===== config.mk =====
export PLATFORM = sky130hd
export DESIGN_NAME = overlapping_tile_generator
export DESIGN_NICKNAME = d
export VERILOG_FILES = /design/src/hdl/otg_pkg.sv /design/src/hdl/overlapping_tile_generator.sv /design/src/hdl/otg_regs.sv /design/src/hdl/otg_axis.sv /design/src/hdl/otg_skid.sv
export SDC_FILE = /design/constraint.sdc
export NUM_CORES = 1
export LEC_CHECK = 0
export BUFFER_PORTS_ARGS = -buffer_cell sky130_fd_sc_hd__buf_2
export CAP_MARGIN = 20
export CORE_ASPECT_RATIO = 1.75
export CORE_UTILIZATION = 50
export CTS_BUF_LIST = sky130_fd_sc_hd__clkbuf_4
export CTS_CLUSTER_DIAMETER = 50
export DETAILED_ROUTE_END_ITERATION = 8
export PLACE_DENSITY = 0.72
export SYNTH_ARGS = -nofsm -noshare
export SYNTH_HDL_FRONTEND = slang
export SYNTH_HIERARCHICAL = 1
export SYNTH_SLANG_ARGS = --single-unit

===== constraint.sdc =====
create_clock -name clk -period 10.28 [get_ports clk]
set_input_delay 0.514 -clock clk [delete_from_list [all_inputs] [get_ports clk]]
set_output_delay 0.514 -clock clk [all_outputs]
set_load 0.05 [all_outputs]

===== src/hdl/otg_pkg.sv =====
// Shared constants for the overlapping tile generator: register map and APB address width.
`default_nettype none

package otg_pkg;

  localparam int REG_COUNT = 6;
  localparam int ADDR_BITS = $clog2(4 * REG_COUNT);

  typedef logic [ADDR_BITS-3:0] reg_idx_t;

  localparam reg_idx_t REG_IMAGE_WIDTH  = reg_idx_t'(0);
  localparam reg_idx_t REG_IMAGE_HEIGHT = reg_idx_t'(1);
  localparam reg_idx_t REG_SLICE_WIDTH  = reg_idx_t'(2);
  localparam reg_idx_t REG_SLICE_HEIGHT = reg_idx_t'(3);
  localparam reg_idx_t REG_OVERLAP_X    = reg_idx_t'(4);
  localparam reg_idx_t REG_OVERLAP_Y    = reg_idx_t'(5);

endpackage

`default_nettype wire


===== src/hdl/overlapping_tile_generator.sv =====
// Top level of the overlapping tile generator: tile state, placement and output stage.
//
//  channel  direction  handshake             payload
//  -------  ---------  --------------------  ---------------------------------------------
//  in       sink       in_valid / in_stall   restart
//  out      source     out_valid / out_stall tile_x tile_y tile_width tile_height
//                                            row_end frame_end
//  cfg      APB slave  psel penable pready   paddr pwdata prdata (reg i at byte 4*i)
//
// One tile per cycle while in_stall is low: a request transaction becomes a tile in
// the cycle it is accepted and is registered into the output register, or into the
// skid entry if a held output is stalled. The output register plus one skid entry
// decouple the two sides: in_stall rises only when both hold a tile, in the cycle
// after an output stall meets a new transaction. rst (synchronous) clears the tile
// position to (0,0), empties the output stage and loads the register reset values.
`default_nettype none

module overlapping_tile_generator
  import otg_pkg::*;
#(
  parameter int COORD_BITS = 13
) (
  input  wire logic                  clk,
  input  wire logic                  rst,
  // request channel
  input  wire logic                  in_valid,
  output logic                       in_stall,
  input  wire logic                  restart,
  // tile channel
  output logic                       out_valid,
  input  wire logic                  out_stall,
  output logic      [COORD_BITS-1:0] tile_x,
  output logic      [COORD_BITS-1:0] tile_y,
  output logic      [COORD_BITS:0]   tile_width,
  output logic      [COORD_BITS:0]   tile_height,
  output logic                       row_end,
  output logic                       frame_end,
  // configuration
  input  wire logic                  psel,
  input  wire logic                  penable,
  input  wire logic                  pwrite,
  input  wire logic [ADDR_BITS-1:0]  paddr,
  input  wire logic [31:0]           pwdata,
  output logic      [31:0]           prdata,
  output logic                       pready
);

  localparam int PAY_BITS = 2 * COORD_BITS + 2 * (COORD_BITS + 1) + 2;

  logic [COORD_BITS:0]   img_w;
  logic [COORD_BITS:0]   img_h;
  logic [COORD_BITS:0]   slc_w;
  logic [COORD_BITS:0]   slc_h;
  logic [COORD_BITS-1:0] overlap_x;
  logic [COORD_BITS-1:0] overlap_y;

  // tile position state
  logic [COORD_BITS-1:0] col_start;
  logic [COORD_BITS-1:0] row_start;

  logic [COORD_BITS-1:0] start_x;
  logic [COORD_BITS-1:0] start_y;
  logic [COORD_BITS-1:0] org_x;
  logic [COORD_BITS-1:0] org_y;
  logic [COORD_BITS:0]   len_x;
  logic [COORD_BITS:0]   len_y;
  logic                  hit_x;
  logic                  hit_y;
  logic [COORD_BITS-1:0] next_x;
  logic [COORD_BITS-1:0] next_y;
  logic                  last_tile;
  logic                  accept;
  logic                  skid_full;
  logic [PAY_BITS-1:0]   tile_pay;
  logic [PAY_BITS-1:0]   out_pay;

  assign pready = 1'b1;

  otg_regs #(.COORD_BITS(COORD_BITS)) u_regs (
    .clk       (clk),
    .rst       (rst),
    .psel      (psel),
    .penable   (penable),
    .pwrite    (pwrite),
    .paddr     (paddr),
    .pwdata    (pwdata),
    .prdata    (prdata),
    .img_w     (img_w),
    .img_h     (img_h),
    .slc_w     (slc_w),
    .slc_h     (slc_h),
    .overlap_x (overlap_x),
    .overlap_y (overlap_y)
  );

  // restart forces the top-left tile for this transaction
  assign start_x = restart ? '0 : col_start;
  assign start_y = restart ? '0 : row_start;

  otg_axis #(.COORD_BITS(COORD_BITS)) u_axis_x (
    .start       (start_x),
    .size_raw    (slc_w),
    .extent_raw  (img_w),
    .overlap_raw (overlap_x),
    .origin      (org_x),
    .length      (len_x),
    .edge_hit    (hit_x),
    .next_start  (next_x)
  );

  otg_axis #(.COORD_BITS(COORD_BITS)) u_axis_y (
    .start       (start_y),
    .size_raw    (slc_h),
    .extent_raw  (img_h),
    .overlap_raw (overlap_y),
    .origin      (org_y),
    .length      (len_y),
    .edge_hit    (hit_y),
    .next_start  (next_y)
  );

  assign last_tile = hit_x && hit_y;
  assign in_stall  = skid_full;
  assign accept    = in_valid && !in_stall;

  // advance in raster order; wrap to (0,0) after the last tile of the frame
  always_ff @(posedge clk) begin
    if (rst) begin
      col_start <= '0;
      row_start <= '0;
    end else if (accept) begin
      if (!hit_x) begin
        col_start <= next_x;
        row_start <= start_y;
      end else begin
        col_start <= '0;
        row_start <= last_tile ? '0 : next_y;
      end
    end
  end

  assign tile_pay = {org_x, org_y, len_x, len_y, hit_x, last_tile};

  otg_skid #(.WIDTH(PAY_BITS)) u_out (
    .clk       (clk),
    .rst       (rst),
    .load      (accept),
    .load_data (tile_pay),
    .full      (skid_full),
    .out_valid (out_valid),
    .out_stall (out_stall),
    .out_data  (out_pay)
  );

  assign {tile_x, tile_y, tile_width, tile_height, row_end, frame_end} = out_pay;

endmodule

`default_nettype wire


===== src/hdl/otg_regs.sv =====
// APB configuration register file for the tile generator.
`default_nettype none

module otg_regs
  import otg_pkg::*;
#(
  parameter int COORD_BITS = 13
) (
  input  wire logic                  clk,
  input  wire logic                  rst,
  input  wire logic                  psel,
  input  wire logic                  penable,
  input  wire logic                  pwrite,
  input  wire logic [ADDR_BITS-1:0]  paddr,
  input  wire logic [31:0]           pwdata,
  output logic      [31:0]           prdata,
  output logic      [COORD_BITS:0]   img_w,
  output logic      [COORD_BITS:0]   img_h,
  output logic      [COORD_BITS:0]   slc_w,
  output logic      [COORD_BITS:0]   slc_h,
  output logic      [COORD_BITS-1:0] overlap_x,
  output logic      [COORD_BITS-1:0] overlap_y
);

  localparam int SB = COORD_BITS + 1;

  reg_idx_t idx;
  logic     wr_en;

  assign idx   = paddr[ADDR_BITS-1:2];
  assign wr_en = psel && penable && pwrite;

  always_ff @(posedge clk) begin
    if (rst) begin
      img_w     <= SB'(1920);
      img_h     <= SB'(1080);
      slc_w     <= SB'(640);
      slc_h     <= SB'(640);
      overlap_x <= COORD_BITS'(128);
      overlap_y <= COORD_BITS'(128);
    end else if (wr_en) begin
      case (idx)
        REG_IMAGE_WIDTH:  img_w     <= pwdata[COORD_BITS:0];
        REG_IMAGE_HEIGHT: img_h     <= pwdata[COORD_BITS:0];
        REG_SLICE_WIDTH:  slc_w     <= pwdata[COORD_BITS:0];
        REG_SLICE_HEIGHT: slc_h     <= pwdata[COORD_BITS:0];
        REG_OVERLAP_X:    overlap_x <= pwdata[COORD_BITS-1:0];
        REG_OVERLAP_Y:    overlap_y <= pwdata[COORD_BITS-1:0];
        default: ;
      endcase
    end
  end

  always_comb begin
    case (idx)
      REG_IMAGE_WIDTH:  prdata = 32'(img_w);
      REG_IMAGE_HEIGHT: prdata = 32'(img_h);
      REG_SLICE_WIDTH:  prdata = 32'(slc_w);
      REG_SLICE_HEIGHT: prdata = 32'(slc_h);
      REG_OVERLAP_X:    prdata = 32'(overlap_x);
      REG_OVERLAP_Y:    prdata = 32'(overlap_y);
      default:          prdata = 32'd0;
    endcase
  end

endmodule

`default_nettype wire


===== src/hdl/otg_axis.sv =====
// One axis of tile placement: size fixup, edge pull-back and next start.
`default_nettype none

module otg_axis #(
  parameter int COORD_BITS = 13
) (
  input  wire logic [COORD_BITS-1:0] start,
  input  wire logic [COORD_BITS:0]   size_raw,
  input  wire logic [COORD_BITS:0]   extent_raw,
  input  wire logic [COORD_BITS-1:0] overlap_raw,
  output logic      [COORD_BITS-1:0] origin,
  output logic      [COORD_BITS:0]   length,
  output logic                       edge_hit,
  output logic      [COORD_BITS-1:0] next_start
);

  localparam int SB = COORD_BITS + 1;
  localparam logic [COORD_BITS:0] DIM_MAX = SB'(1) << COORD_BITS;

  logic [COORD_BITS:0] size;
  logic [COORD_BITS:0] extent;
  logic [COORD_BITS:0] ovl;
  logic [COORD_BITS:0] step;
  logic [COORD_BITS:0] stop_pos;
  logic [COORD_BITS:0] org;
  logic [COORD_BITS:0] end_pos;
  logic [COORD_BITS:0] adv;

  // zero reads as one, anything past 2^COORD_BITS saturates
  function automatic logic [COORD_BITS:0] fix_size(input logic [COORD_BITS:0] v);
    if (v == '0)
      return SB'(1);
    else if (v > DIM_MAX)
      return DIM_MAX;
    else
      return v;
  endfunction

  always_comb begin
    size   = fix_size(size_raw);
    extent = fix_size(extent_raw);
    ovl    = (SB'(overlap_raw) >= size) ? size - SB'(1) : SB'(overlap_raw);
    step   = size - ovl;

    end_pos  = SB'(start) + size;
    stop_pos = (end_pos < extent) ? end_pos : extent;
    org      = (stop_pos > size) ? stop_pos - size : '0;

    origin   = org[COORD_BITS-1:0];
    length   = stop_pos - org;
    edge_hit = (end_pos >= extent);

    adv        = SB'(start) + step;
    next_start = adv[COORD_BITS-1:0];
  end

endmodule

`default_nettype wire


===== src/hdl/otg_skid.sv =====
// Output register with one skid entry so the input side can place one more item while the output is stalled.
`default_nettype none

module otg_skid #(
  parameter int WIDTH = 8
) (
  input  wire logic             clk,
  input  wire logic             rst,
  input  wire logic             load,
  input  wire logic [WIDTH-1:0] load_data,
  output logic                  full,
  output logic                  out_valid,
  input  wire logic             out_stall,
  output logic      [WIDTH-1:0] out_data
);

  logic [WIDTH-1:0] skid_data;
  logic             skid_valid;
  logic             drain;

  assign full  = skid_valid;
  assign drain = !out_valid || !out_stall;

  always_ff @(posedge clk) begin
    if (rst) begin
      out_valid  <= 1'b0;
      skid_valid <= 1'b0;
    end else if (drain) begin
      out_valid  <= skid_valid || load;
      skid_valid <= 1'b0;
    end else if (load) begin
      skid_valid <= 1'b1;
    end
  end

  always_ff @(posedge clk) begin
    if (drain) begin
      if (skid_valid)
        out_data <= skid_data;
      else if (load)
        out_data <= load_data;
    end else if (load) begin
      skid_data <= load_data;
    end
  end

endmodule

`default_nettype wire


Word-level counts from Yosys, hierarchy flattened

Index checks and enable logic that the tools add are counted.

Word-level logic and storage cells: 88
Flip-flop bits (word level): 222

Reductions and logical operators: 24
Multiplexer cells: 22
$lt $le $gt $ge: 12
Bitwise logic cells: 1
Eq/ne operators: 5
Add/subtract/negate cells: 12

Operators by type and width:

| cell                                                                   | number |
|---|---|
| 14-bit 2-to-1 mux                                                      | 12 |
| 56-bit 2-to-1 mux                                                      | 2 |
| 13-bit 2-to-1 mux                                                      | 7 |
| 14-bit one-hot mux with 6 select lines                                 | 1 |
| 14-bit > comparator (second input constant)                            | 4 |
| 14-bit zero test                                                       | 4 |
| 14-bit subtractor                                                      | 4 |
| 13-bit by 14-bit adder with 14-bit output                              | 2 |
| 13-bit by 14-bit greater-or-equal comparator with 1-bit output         | 2 |
| 14-bit greater-or-equal comparator                                     | 2 |
| 14-bit > comparator                                                    | 2 |
| 14-bit < comparator                                                    | 2 |
| 13-bit adder                                                           | 2 |
| 13-bit by 1-bit subtractor with 13-bit output (second input constant)  | 2 |
| 13-bit subtractor                                                      | 2 |
| 2-bit AND reduction                                                    | 8 |
| 3-bit by 2-bit equality test with 1-bit output (second input constant) | 2 |
| 3-bit equality test (second input constant)                            | 2 |
| 1-bit logical AND                                                      | 4 |
| 3-bit by 1-bit equality test with 1-bit output (second input constant) | 1 |
| 1-bit zero test                                                        | 3 |
| 3-bit zero test                                                        | 1 |
| 1-bit logical OR                                                       | 2 |
| 2-bit nonzero test                                                     | 1 |
| 2 further kinds                                                        | 2 |

Longest topological paths before layout

Depth after elaboration: 11
Mapped depth: 45
Mapped depth without buffers: 45

Hierarchy

Netlist, hierarchy kept.

Modules (own cells, without submodules):

| module                     | times used | seq. area each (um^2) | area an instance (um^2) | cells each |
|---|---|---|---|---|
| otg_skid                   | 1          | 3403.3                | 4234.1                  | 182 |
| otg_regs                   | 1          | 1641.6                | 4096.4                  | 434 |
| otg_axis (u_axis_y)        | 1          | 0.0                   | 3871.2                  | 550 |
| otg_axis (u_axis_x)        | 1          | 0.0                   | 3851.2                  | 547 |
| overlapping_tile_generator | 1          | 520.5                 | 1138.6                  | 120 |

Worst setup path before layout

OpenSTA, ideal clock, no wires.

Path kind: register -> register
Start: register u_regs.slc_w[9]
End: register u_out.out_data[26], data pin
Stages on the path, launching flop included: 45
Path slack: 1.686 ns
Arrival: 8.334 ns
Buffers on the path: 2
Clock period less this slack: 8.594 ns
Setup time: 0.260 ns
Cells stage by stage: dfxtp_1 or3_1 nor4_1 nor2b_1 o21ai_0 inv_1 ha_1 fa_1 a21o_1 a21oi_1 o21bai_1 a21oi_1 o21bai_1 a41oi_1 nor2b_1 xnor2_1 ha_1 nand3_1 [9 not listed] a31oi_1 nor2_1 o21ai_0 a21oi_1 clkbuf_1 nand2_1 ha_1 nor2b_1 o21ai_0 a21boi_0 o21ai_0 a21boi_0 o21ai_0 a21boi_0 o21ai_0 nor2b_1 xnor2_1 mux2_4

Word-level cells in the longest chain between the ends: 11
Elaborated cells on any way between the ends: 13
Those cells by class: 3 x add/sub; 3 x order compare; 6 x mux; 1 x reduce/logical

Ends and longest elaborated chain:

| item                                                            | line                             | source |
|---|---|---|
| start: declaration                                              | otg_regs.sv:19                   | `output logic [COORD_BITS:0] slc_w,` |
| start signal: assignment                                        | otg_regs.sv:45                   | `REG_SLICE_WIDTH: slc_w <= pwdata[COORD_BITS:0];` |
| 14-bit > comparator                                             | otg_axis.sv:33                   | `else if (v > DIM_MAX)` |
| 14-bit 2-to-1 mux                                               | otg_axis.sv:33                   |  |
| 14-bit 2-to-1 mux *                                             | otg_axis.sv:31                   | `if (v == '0)` |
| 13-bit by 14-bit adder with 14-bit output                       | otg_axis.sv:45                   | `end_pos = SB'(start) + size;` |
| 14-bit < comparator                                             | otg_axis.sv:46                   | `stop_pos = (end_pos < extent) ? end_pos : extent;` |
| 14-bit 2-to-1 mux                                               | otg_axis.sv:46                   |  |
| 14-bit subtractor / 14-bit > comparator (equally long branches) | otg_axis.sv:47                   | `org = (stop_pos > size) ? stop_pos - size : '0;` |
| 14-bit 2-to-1 mux                                               | otg_axis.sv:47                   |  |
| 14-bit subtractor *                                             | otg_axis.sv:50                   | `length = stop_pos - org;` |
| net len_x[10]                                                   | overlapping_tile_generator.sv:65 | `logic [COORD_BITS:0] len_x;` |
| 56-bit 2-to-1 mux *                                             | otg_skid.sv:40                   | `else if (load)` |
| 56-bit 2-to-1 mux *                                             | otg_skid.sv:38                   | `if (skid_valid)` |
| end signal: assignment                                          | otg_skid.sv:39                   | `out_data <= skid_data;` |
| end signal: assignment                                          | otg_skid.sv:41                   | `out_data <= load_data;` |
| end: declaration                                                | otg_skid.sv:14                   | `output logic [WIDTH-1:0] out_data` |

Mark *: on every way through the listed nets, which the timed path passes. The rest lies on a longest branch. The select of a mux whose other input is x is not followed.
A chain may end at the register's enable or synchronous reset.

Worst setup path after layout

Start: register u_regs.slc_h[3]
End: register u_out.out_data[14], data pin

Word-level cells in the longest chain between the ends: 11
Elaborated cells on any way between the ends: 13
Those cells by class: 3 x add/sub; 3 x order compare; 6 x mux; 1 x reduce/logical

Ends and longest elaborated chain:

| item                                                            | line                             | source |
|---|---|---|
| start: declaration                                              | otg_regs.sv:20                   | `output logic [COORD_BITS:0] slc_h,` |
| start signal: assignment                                        | otg_regs.sv:46                   | `REG_SLICE_HEIGHT: slc_h <= pwdata[COORD_BITS:0];` |
| 14-bit > comparator                                             | otg_axis.sv:33                   |  |
| 14-bit 2-to-1 mux                                               | otg_axis.sv:33                   |  |
| 14-bit 2-to-1 mux *                                             | otg_axis.sv:31                   |  |
| 13-bit by 14-bit adder with 14-bit output                       | otg_axis.sv:45                   |  |
| 14-bit < comparator                                             | otg_axis.sv:46                   |  |
| 14-bit 2-to-1 mux                                               | otg_axis.sv:46                   |  |
| 14-bit subtractor / 14-bit > comparator (equally long branches) | otg_axis.sv:47                   |  |
| 14-bit 2-to-1 mux *                                             | otg_axis.sv:47                   |  |
| net org_y[1]                                                    | overlapping_tile_generator.sv:64 | `logic [COORD_BITS-1:0] org_y;` |
| 14-bit subtractor *                                             | otg_axis.sv:50                   |  |
| net len_y[12]                                                   | overlapping_tile_generator.sv:66 | `logic [COORD_BITS:0] len_y;` |
| 56-bit 2-to-1 mux *                                             | otg_skid.sv:40                   |  |
| 56-bit 2-to-1 mux *                                             | otg_skid.sv:38                   |  |

Marked as above.

==> flow_summary.yaml <==
run_status:
  outcome: "finished, final reports clean"
cts:
  ctsHtreeMaxLevel: 2
  cts_buffers: 51
  clk-insertion-delay-late_ns: 0.73
  cts.root.buffer_cell: "clkbuf_4"
  cts.sinks: 222
  cts_max_path_buffers: 3
  clkTransAtPathRegs_ns: 0.07
  cts.hold.buffers_added: 0
  cts_tree: "done"
  postCtsSetupRepairBufs: 0
worst_setup_path:
  cp_max_fo: 25
  r2r_end: "u_out/out_data[14]"
  crit_type: "flip-flop to flip-flop"
  crit_slowest_cell: "or4_1"
  critPathCaptureType: "flip-flop"
  max_stage_delay_ns: 0.62
  worstPathArrival_ns: 10.19
  required_ns: 10.73
  reg2reg_depth: 40
  r2r-start: "u_regs/slc_h[3]"
  rrSetupSlack_ns: 0.54
  cp-start-kind: "flip-flop"
placement:
  postPlaceCellArea_mm2: 0.01817
  io_buffers: 96
  gp_congestion: 0.9750
  dpl.hpwl_um: 38560
sta:
  relSlewSlack_pct: 27.03
  rsz0062_at_grt: "no"
  max_freq_mhz: 102.7
  setup_viol: 0
  finalCriticalPeriod_ns: 9.742
  maxSlewViolCount: 0
  min_period_over_period_pct: 94.76
  setup_tns_ns: 0
  fin_skew_ns: 0.04057
  hold_viol_final: 0
  worst_pin_slew_ns: 1.094
pwr:
  vdd_ir_drop_max_uv: 141.3
  p_leak_uw: 0.008510
  power.density_mw_per_mm2: 255.3
routing:
  vias: 14243
  vias_per_cell: 5.799
  antenna_left: 0
  wl_per_cell_um: 19.98
  route.detailed.drc: 0
  drtIter0Drc: 941
  wirelength_um: 49080
  dr.pass1.iters: 5
logic_synthesis:
  synth-xor-area-share_pct: 5.233
  synth_commonest_cells: "nand2_1 (172), ha_1 (160), a21oi_1 (133)"
  yosys.area.top_type: "edfxtp_1"
  yosys_most_used_dff: "edfxtp_1"
  synth-compound-area-share_pct: 14.88
  netlist.area_leader.share_pct: 19.56
  synth-simple-area-share_pct: 16.27
  synth_area_per_cell_um2: 9.379
  yosys_warnings: 6
  synth_most_common_cell: "nand2_1"
  synth_fa_ha_area_share_pct: 15.14
  yosysSeqAreaShare_pct: 32.37
  synth_area_mm2: 0.01719
  synth-async-reset-ratio_pct: 0
  synthMuxAreaShare_pct: 10.66
  synthTopCellsByArea: "edfxtp_1 (20%), dfxtp_1 (13%), ha_1 (12%)"
  synth_top_family_by_area: "simple AND/OR/NAND/NOR gates"
  syn_inst: 1833
  synth-seq-cells: 222
  yosys.cell_types.count: 92
  synth_edf_count: 112
layout:
  drive_gt1_share_pct: 17.00
  area_delta_synth_final_pct: 9.825
  fin_area_mm2: 0.01888
  final_nets: 2195
die:
  ioPinCount: 136
  initial_utilization_pct: 50.95
  core_region_area_mm2: 0.03374
  die_area_mm2: 0.03516
  die_h_um: 247.3
  die_w_um: 142.2
  rows: 89
min_path:
  hold_path_end: "u_regs/overlap_x[11]"
  hp-class: "input port to flip-flop"
  hold_start: "pwdata[11]"
  min_path_cells: 3
grt:
  grt_overflow_total: 0
  grt_pass1_wl_um: 74930
  grt_pass1_vias: 14216
  antenna_found_initial: 3
  grt_max_degree: 117
  grt_util_all_layers_pct: 28.07
run:
  drv_cap: 0
[sequential cells by signal (all words and copies together) (netlist names)]
signal	cells
u_regs/img_w	14
u_regs/slc_h	14
u_out/skid_data	56
u_out/full	1
u_regs/img_h	14
u_regs/slc_w	14
u_regs/overlap_y	13
u_regs/overlap_x	13
u_out/out_data	56
row_start	13
u_out/out_valid	1
col_start	13
[worst max path at each step]
| stage | from | cells past startpoint | to |
|---|---|---|---|
| global route | u_regs/slc_w[3] | 46 | u_out/out_data[26] |
| CTS | u_regs/slc_h[3] | 42 | u_out/out_data[14] |
| detailed placement | u_regs/slc_w[3] | 46 | u_out/out_data[28] |
| floorplan | u_regs/slc_w[9] | 44 | u_out/out_data[26] |
| global placement | u_regs/slc_h[3] | 41 | u_out/out_data[14] |
| finish | u_regs/slc_h[3] | 40 | u_out/out_data[14] |
[per-layer routing]
layer / vias to the layer above / GRT usage, % / share of wire (%)
met2: 534 / 50.59 / 51
met3: 200 / 4.067 / 5.3
met4: 2 / 23.88 / 9.0
met5: - / 0 / 0.016
li1: 6785 / - / -
met1: 6722 / 28.09 / 35
[critical path, delay by kind of cell (launching register included)]
family / cells / cell delay, ns
AO/OA/AOI/OAI: 16 / 2.80
XOR/XNOR: 2 / 0.47
adder cells (fa/ha/maj): 5 / 1.72
buffers and inverters: 3 / 0.55
flip-flops: 1 / 0.40
multiplexers: 1 / 0.27
AND/OR/NAND/NOR: 13 / 3.21
[timing repair]
item                       in CTS  in global routing
setup endpoints to repair       0                  7
gates resized for setup         0                 10
hold endpoints to repair        0                  0
[power breakdown]
part | internal [µW] | switching [µW] | total [µW] | leakage [µW]
logic | 1200 | 1580 | 2790 | 0.00614
registers | 1250 | 45.6 | 1300 | 0.00197
clock network | 365 | 369 | 734 | 0.000399
total | 2820 | 2000 | 4820 | 0.00851
[per-stage QoR]
step / cells / total power (µW) / setup WS [ns] / util, % / hold slack (ns)
2_1_floorplan: 1850 / 3427 / 1.686 / - / 0.4212
3_3_place_gp: 2362 / 4010 / 0.6760 / 53.85 / 0.4350
3_5_place_dp: 2362 / 4096 / 0.5938 / 53.85 / 0.4436
4_1_cts: 2455 / 4834 / 0.5485 / 55.85 / 0.01559
5_1_grt: 2456 / 5129 / 0.01158 / 55.96 / 0.03097
6_report: 2456 / 4820 / 0.5384 / 55.96 / 0.06310
[area by class of cell]
| cell class | instances | area [µm²] |
|---|---|---|
| Antenna cell | 1 | 2.502 |
| Clock buffer | 76 | 570.5 |
| Clock inverter | 17 | 103.9 |
| Fill cell | 3083 | 14860 |
| Inverter | 110 | 412.9 |
| Multi-Input combinational cell | 1431 | 10810 |
| Sequential cell | 222 | 5569 |
| Tap cell | 455 | 569.3 |
| Timing Repair Buffer | 144 | 840.8 |
[cells in the final DEF, fill, tap and decap left out, types with 11 or more instances in the layout]
master    count
o21a_1       12
a22oi_1      17
buf_2        96
conb_1       19
a21oi_1     131
xor2_1       22
buf_4        48
a22o_1       13
edfxtp_1    112
nand2_1     172
clkinv_1     12
nand4_1      13
a21o_1       29
fa_1         30
xnor2_1      78
mux2i_1      77
mux2_2       38
nand3b_1     14
nand3_1      50
nor3_1       26
mux2_4       31
a211oi_1     11
mux2_1       13
o21bai_1     14
dfxtp_1     107
clkbuf_4     76
nor2_1       96
o21ai_1      36
o21ai_0      77
ha_1        160
nand2b_1     79
inv_1       107
nor2b_1      44
[cell families after synthesis]
family                     after synthesis
other                                    2
xor gates and xnor gates               101
buffers and inverters                  197
muxes                                  160
AOI/OAI and AO/OA                      408
and+or+nand+nor                        553
DFF                                    222
adders and majority gates              190
(Power assumes the default switching activity.)
